===== config.mk =====
export PLATFORM = sky130hd
export DESIGN_NAME = ff_terminated_frame_response_decoder_core
export DESIGN_NICKNAME = d
export VERILOG_FILES = /design/src/sv/fftd_pkg.sv /design/src/sv/fftd_decode.sv /design/src/sv/fftd_tracker.sv /design/src/sv/fftd_out_reg.sv /design/src/sv/ff_terminated_frame_response_decoder_core.sv
export SDC_FILE = /design/constraint.sdc
export NUM_CORES = 1
export LEC_CHECK = 0
export BUFFER_PORTS_ARGS = -buffer_cell sky130_fd_sc_hd__clkbuf_2
export CORE_ASPECT_RATIO = 1.4
export CORE_MARGIN = 8
export CORE_UTILIZATION = 46
export DETAILED_ROUTE_END_ITERATION = 10
export GPL_ROUTABILITY_DRIVEN = 0
export SETUP_SLACK_MARGIN = 0.15
export SLEW_MARGIN = 20
export SYNTH_ARGS = -nofsm -noshare
export SYNTH_HDL_FRONTEND = slang
export SYNTH_SLANG_ARGS = --single-unit

===== constraint.sdc =====
create_clock -name clk -period 4.25 [get_ports clk]
set_input_delay 0.85 -clock clk [delete_from_list [all_inputs] [get_ports clk]]
set_output_delay 0.85 -clock clk [all_outputs]
set_load 0.02 [all_outputs]

===== src/sv/fftd_pkg.sv =====
// Package for the 0xFF-terminated frame response decoder.
// Holds the transaction payload types, operation codes and byte constants.
// No dependencies.
`default_nettype none

package fftd_pkg;

	// operation codes
	localparam logic OP_BYTE     = 1'b0;
	localparam logic OP_LINE_ERR = 1'b1;

	localparam logic [7:0] FF_BYTE       = 8'hFF;
	localparam logic [7:0] RESP_ZEROS    = 8'h33;
	localparam logic [7:0] SEL_LOW       = 8'h01;
	localparam logic [7:0] SEL_HIGH      = 8'h06;
	localparam logic [7:0] PAGE_BYTE     = 8'h10;
	localparam logic [7:0] PAGE_VALUE    = 8'h64;
	localparam logic [3:0] SIG_LIMIT     = 4'd10;
	localparam logic [3:0] SIG_KEEP      = 4'd3;
	localparam logic [1:0] RUN_LAST      = 2'd2;

	typedef struct packed {
		logic       operation;
		logic [7:0] rx_byte;
	} item_t;

	typedef struct packed {
		logic       byte_stored;
		logic [5:0] store_index;
		logic [7:0] store_data;
		logic       overflow_drop;
		logic       frame_done;
		logic [5:0] frame_length;
		logic [7:0] response_code;
	} result_t;

	// what the response decode looks at when a frame ends
	typedef struct packed {
		logic [3:0] sig_count;
		logic [7:0] sig0;
		logic [7:0] sig1;
		logic [7:0] sig2;
		logic [7:0] frame_byte_one;
		logic [7:0] frame_byte_two;
		logic [7:0] response;
	} decode_in_t;

endpackage

`default_nettype wire


===== src/sv/fftd_decode.sv =====
// Response decode for a finished frame.
// Depends on fftd_pkg for decode_in_t and the byte constants.
`default_nettype none

module fftd_decode import fftd_pkg::*; (
	input  decode_in_t  dec,
	output logic [7:0]  response
);

	logic many_sig;

	assign many_sig = dec.sig_count >= SIG_KEEP;

	always_comb begin
		response = dec.response;
		unique case (dec.sig_count)
			4'd1: begin
				response = dec.sig0;
			end
			4'd2: begin
				response = (dec.sig0 == 8'h00) ? dec.sig1 : dec.sig0;
			end
			4'd5: begin
				if (dec.sig0 == 8'h00 && dec.sig1 == 8'h00 && dec.sig2 == 8'h00) begin
					response = RESP_ZEROS;
				end
			end
			default: begin
			end
		endcase
		// frame bytes override the significant-byte result
		if (many_sig && dec.frame_byte_one == SEL_LOW) begin
			if (dec.frame_byte_two >= SEL_LOW && dec.frame_byte_two <= SEL_HIGH) begin
				response = dec.frame_byte_two;
			end
		end else if (many_sig && dec.frame_byte_one == PAGE_BYTE &&
				dec.frame_byte_two == PAGE_VALUE) begin
			response = PAGE_VALUE;
		end
	end

endmodule

`default_nettype wire


===== src/sv/fftd_tracker.sv =====
// Frame state tracker: write position, 0xFF run, significant bytes, frame bytes.
// Builds the result of each accepted transaction. Depends on fftd_pkg, fftd_decode.
`default_nettype none

module fftd_tracker import fftd_pkg::*; #(
	parameter int RX_STORE_SIZE = 64
) (
	input  logic    clk,
	input  logic    arst_n,
	input  logic    load,
	input  item_t   item,
	output result_t result_next
);

	localparam int PosW = $clog2(RX_STORE_SIZE);
	localparam logic [PosW-1:0] LastPos = PosW'(RX_STORE_SIZE - 1);

	logic [PosW-1:0] wr_pos_q, wr_pos_n;
	logic [1:0]      ff_run_q, ff_run_n;
	logic [3:0]      sig_cnt_q, sig_cnt_n;
	logic [7:0]      sig_q [3];
	logic [7:0]      sig_n [3];
	logic [7:0]      fb1_q, fb1_n;
	logic [7:0]      fb2_q, fb2_n;
	logic [7:0]      resp_q, resp_n;

	logic            is_byte, has_room, is_ff, stored, done;
	logic [PosW-1:0] start;
	decode_in_t      dec;
	logic [7:0]      dec_resp;

	assign is_byte  = item.operation == OP_BYTE;
	assign has_room = wr_pos_q < LastPos;
	assign is_ff    = item.rx_byte == FF_BYTE;
	assign stored   = is_byte && has_room;
	assign done     = stored && is_ff && ff_run_q == RUN_LAST;
	// marker began two positions before the one written now
	assign start    = (wr_pos_q >= PosW'(2)) ? wr_pos_q - PosW'(2) : '0;

	always_comb begin
		wr_pos_n  = wr_pos_q;
		ff_run_n  = ff_run_q;
		sig_cnt_n = sig_cnt_q;
		sig_n     = sig_q;
		fb1_n     = fb1_q;
		fb2_n     = fb2_q;
		if (!stored) begin
			// line error or full store: restart position and run
			wr_pos_n = '0;
			ff_run_n = '0;
		end else begin
			wr_pos_n = wr_pos_q + PosW'(1);
			if (wr_pos_q == PosW'(1)) begin
				fb1_n = item.rx_byte;
			end else if (wr_pos_q == PosW'(2)) begin
				fb2_n = item.rx_byte;
			end
			if (is_ff) begin
				ff_run_n = ff_run_q + 2'd1;
			end else begin
				ff_run_n = '0;
				if (sig_cnt_q < SIG_LIMIT) begin
					if (sig_cnt_q < SIG_KEEP) begin
						sig_n[sig_cnt_q[1:0]] = item.rx_byte;
					end
					sig_cnt_n = sig_cnt_q + 4'd1;
				end
			end
			if (done) begin
				// zero the frame byte where the marker began
				if (start == PosW'(1)) begin
					fb1_n = 8'h00;
				end else if (start == PosW'(2)) begin
					fb2_n = 8'h00;
				end
				wr_pos_n  = '0;
				ff_run_n  = '0;
				sig_cnt_n = '0;
			end
		end
	end

	always_comb begin
		dec.sig_count      = sig_cnt_q;
		dec.sig0           = sig_q[0];
		dec.sig1           = sig_q[1];
		dec.sig2           = sig_q[2];
		dec.frame_byte_one = fb1_n;
		dec.frame_byte_two = fb2_n;
		dec.response       = resp_q;
	end

	fftd_decode u_decode (
		.dec      (dec),
		.response (dec_resp)
	);

	assign resp_n = done ? dec_resp : resp_q;

	always_comb begin
		result_next.byte_stored   = stored;
		result_next.store_index   = stored ? 6'(wr_pos_q) : 6'd0;
		result_next.store_data    = stored ? item.rx_byte : 8'h00;
		result_next.overflow_drop = is_byte && !has_room;
		result_next.frame_done    = done;
		result_next.frame_length  = done ? 6'(start) : 6'd0;
		result_next.response_code = resp_n;
	end

	always_ff @(posedge clk or negedge arst_n) begin
		if (!arst_n) begin
			wr_pos_q  <= '0;
			ff_run_q  <= '0;
			sig_cnt_q <= '0;
			sig_q[0]  <= '0;
			sig_q[1]  <= '0;
			sig_q[2]  <= '0;
			fb1_q     <= '0;
			fb2_q     <= '0;
			resp_q    <= '0;
		end else if (load) begin
			wr_pos_q  <= wr_pos_n;
			ff_run_q  <= ff_run_n;
			sig_cnt_q <= sig_cnt_n;
			sig_q     <= sig_n;
			fb1_q     <= fb1_n;
			fb2_q     <= fb2_n;
			resp_q    <= resp_n;
		end
	end

endmodule

`default_nettype wire


===== src/sv/fftd_out_reg.sv =====
// Result register with valid/ready handshake toward the consumer.
// Depends on fftd_pkg for result_t.
`default_nettype none

module fftd_out_reg import fftd_pkg::*; (
	input  logic    clk,
	input  logic    arst_n,
	input  logic    load,
	input  result_t result_next,
	output logic    can_load,
	output logic    result_valid,
	input  logic    result_ready,
	output result_t result
);

	logic    valid_q;
	result_t data_q;

	// take a new transaction when empty or when the held one leaves now
	assign can_load     = !valid_q || result_ready;
	assign result_valid = valid_q;
	assign result       = data_q;

	always_ff @(posedge clk or negedge arst_n) begin
		if (!arst_n) begin
			valid_q <= 1'b0;
		end else if (load) begin
			valid_q <= 1'b1;
		end else if (result_ready) begin
			valid_q <= 1'b0;
		end
	end

	always_ff @(posedge clk) begin
		if (load) begin
			data_q <= result_next;
		end
	end

endmodule

`default_nettype wire


===== src/sv/ff_terminated_frame_response_decoder_core.sv =====
// Top level of the 0xFF-terminated frame response decoder.
// Depends on fftd_pkg, fftd_tracker, fftd_out_reg.
//
//  channel  | handshake                   | payload
//  ---------+-----------------------------+---------------
//  item     | item_valid / item_ready     | item   (item_t)
//  result   | result_valid / result_ready | result (result_t)
//
// One transaction per cycle unless stalled; results show in the next cycle,
// set by the single result register behind the state update and decode.
// item_ready is high whenever the result register is empty or being drained.
// A stalled result holds in the register and blocks only new acceptance.
// Reset clears all frame state and the result valid flag at once.
`default_nettype none

module ff_terminated_frame_response_decoder_core import fftd_pkg::*; #(
	parameter int RX_STORE_SIZE = 64
) (
	input  logic    clk,
	input  logic    arst_n,
	input  logic    item_valid,
	output logic    item_ready,
	input  item_t   item,
	output logic    result_valid,
	input  logic    result_ready,
	output result_t result
);

	logic    load;
	result_t result_next;

	assign load = item_valid && item_ready;

	fftd_tracker #(
		.RX_STORE_SIZE (RX_STORE_SIZE)
	) u_tracker (
		.clk         (clk),
		.arst_n      (arst_n),
		.load        (load),
		.item        (item),
		.result_next (result_next)
	);

	fftd_out_reg u_out_reg (
		.clk          (clk),
		.arst_n       (arst_n),
		.load         (load),
		.result_next  (result_next),
		.can_load     (item_ready),
		.result_valid (result_valid),
		.result_ready (result_ready),
		.result       (result)
	);

endmodule

`default_nettype wire


==> summary.md <==
| Metric | Value |
|---|---|
| Status | `complete, no violations` |
| Clock sinks | `92` |
| # hold bufs at CTS | `0` |
| Asr flop ratio synth | `0.663` |
| Antenna viol nets, final | `0` |
| Area contributors post-synth | `dfrtp_1, edfxtp_1, mux2_2` |
| Worst Hold Class | `register to register` |
| Clock tree buffer depth | `2` |
| Avg WL per Cell | `19.1 um` |
| Most frequent cells in the layout | `dfrtp_1, clkbuf_2, nand2_1` |
| Commonest non-fill, non-tap cell in the layout | `dfrtp_1` |
| CTS tree | `done` |
| Mean post-synth cell area | `11.4 um2` |
| Post_cts resized | `0` |
| Post-synth EDFFs | `31` |
| Area leader, netlist | `dfrtp_1` |
| Final Slew Violations | `0` |
| DRT iter0 DRCs | `223` |
| CTS clock-pin slew for the worst setup and hold paths | `60 ps` |
| Crit path DAT | `3420 ps` |
| Synth top area share | `0.336` |
| RSZ-0062 raised after global routing | `false` |
| Rows | `43` |
| Worst path required time | `4420 ps` |
| Fill count | `853` |
| Final hold vios | `0` |
| Multi-input logic area | `0.00196 mm2` |
| Die Ht | `134 um` |
| DP Cell Count | `565` |
| GRT overflow | `0` |
| Crit start category | `register` |
| I/O pins | `46` |
| Syn nets | `420` |
| TNS Setup | `0 ps` |
| CTS Root Cell | `clkbuf_16` |
| Slew headroom | `0.357` |
| Yosys synthesis warning count | `0` |
| Hpwl dp | `8020 um` |
| Overall die width | `99.9 um` |
| Via count | `3377` |
| Finished Layout Cells | `581` |
| Nets@finish | `464` |
| Post-synth top flop | `dfrtp_1` |
| DR vias/cell | `5.81` |
| Largest net degree at the start of global routing | `38` |
| Hold_ws | `478 ps` |
| Yosys reg bits | `92` |
| Final Setup Violations | `0` |
| Max Cap Violations | `0` |
| Worst vdd ir | `0.251 mV` |
| Crit path max fanout | `11` |
| Slew @ Worst Pin | `965 ps` |
| DRT Pass-1 Iters | `5` |
| Syn-to-layout area delta | `14.4%` |
| PwrDens | `522 mW/mm2` |
| GRT Util Overall | `0.174` |
| Initial Utilization | `0.466` |
| Post-CTS Setup Repair Bufs | `0` |
| Die Area | `0.0133 mm2` |
| Share of layout cells above drive strength 1 | `0.258` |
| Register Area | `0.00246 mm2` |
| H-tree levels | `3` |
| Core area | `0.00974 mm2` |
| Register area share after synthesis | `0.542` |
| DRT Wirelength | `11100 um` |
| I/O Buffers | `45` |
| Number of global-route vias before repair | `3347` |
| Initial antenna violation count | `0` |
| Setup Skew | `10.3 ps` |
| Mapped cell area | `0.00454 mm2` |
| ANT cells | `0` |
| Drt drc | `0` |
| Min Tclk post-route | `3250 ps` |
| Fmax | `308 MHz` |
| Leak | `2.24 nW` |
| Period utilization | `0.764` |
| Total CTS buffers | `9` |
| Gate count after technology mapping | `397` |
| First-pass GRT wire length | `17800 um` |
| Clock Latency Late Sink | `350 ps` |
| Crit. End Element | `register` |
| WS Path Type | `register to register` |
| Count of cell types in the netlist | `62` |
## worst max-delay path, cell delays in order, from the launching register on
cell      delay (ps)
dfrtp_1          540
inv_1            110
ha_1             280
o21ba_2          230
mux2i_1          220
nor4bb_1         690
a211o_4          290
a21oi_2           70
o32a_1           400
o31ai_1          230
## cells by family after synthesis
| group | after synthesis | share of synthesized area |
|---|---|---|
| compound gates | 80 | 0.131 |
| xor+xnor | 4 | 0.00772 |
| fa+ha+maj | 10 | 0.0276 |
| buf+inv | 27 | 0.0259 |
| flops | 92 | 0.542 |
| mux | 37 | 0.0902 |
| simple gates | 147 | 0.176 |
## registers in the layout, summed over array words and instances, names as in the netlist, 2 cells and up
signal / cells
u_out_reg.result: 31
u_tracker.dec: 24
u_tracker.fb1_q: 8
u_tracker.fb2_q: 8
u_tracker.resp_q: 8
u_tracker.wr_pos_q: 6
u_tracker.sig_cnt_q: 4
u_tracker.ff_run_q: 2
## where the power goes
group	switching [mW]	internal, mW
Combinational	0.346	0.300
Clock	0.343	0.459
Sequential	0.161	1.10
## area by class of cell
class / instances / share of cell area
Clock inverter: 7 / 0.0142
Timing Repair Buffer: 51 / 0.0521
Sequential cell: 92 / 0.473
Multi-Input combinational cell: 278 / 0.378
Clock buffer: 9 / 0.0434
Tap cell: 135 / 0.0325
Inverter: 9 / 0.00651
## layer usage
| layer | GRT usage | vias to the layer above | part of all wire |
|---|---|---|---|
| met3 | 0.0303 | 25 | 0.047 |
| met4 | 0.101 | 0 | 0.036 |
| met1 | 0.190 | 1697 | 0.40 |
| met2 | 0.305 | 89 | 0.52 |
| met5 | 0 | - | 0 |
| li1 | - | 1566 | - |
## cell usage after synthesis, types with 2 or more instances
library cell	number
a211o_1	4
a21oi_1	2
a222oi_1	4
a22o_1	15
a31oi_1	2
and2_1	15
and3_1	3
buf_6	2
clkbuf_1	15
dfrtp_1	61
edfxtp_1	31
ha_1	10
inv_1	9
mux2_2	31
mux2i_1	6
nand2_1	40
nand2b_1	4
nand3_1	8
nand4_1	5
nand4b_1	2
nor2_1	21
nor2b_1	3
nor3_1	6
nor3b_1	6
nor4_1	16
o21a_1	2
o21ai_0	25
o21ai_1	2
o21ba_2	2
o22ai_1	4
o31ai_1	5
or2_2	3
or3_1	2
xnor2_1	3
## per-stage QoR
step | setup WS [ps] | area, um2 | total power, mW | utilization
after CTS | 1020 | 5190 | 2.73 | 0.533
after floorplan | 848 | 4540 | 1.71 | -
final | 1000 | 5190 | 2.71 | 0.533
after global routing | 768 | 5190 | 2.85 | 0.533
after detailed placement | 1040 | 4890 | 1.92 | 0.502
after global placement | 1040 | 4890 | 1.90 | 0.502
## final timing paths
check,startpoint,endpoint,slack (ps),cells after the start
min,u_tracker.ff_run_q[1],u_tracker.ff_run_q[1],480,2
max reg2reg,u_tracker.wr_pos_q[0],u_out_reg.result[1],1000,9
min reg2reg,u_tracker.ff_run_q[1],u_tracker.ff_run_q[1],480,2
max in group asynchronous,arst_n,u_tracker.fb1_q[4],2820,2
min in group asynchronous,arst_n,u_tracker.resp_q[1],640,1
max,u_tracker.wr_pos_q[0],u_out_reg.result[1],1000,9
Power figures use the tool's default switching activity.
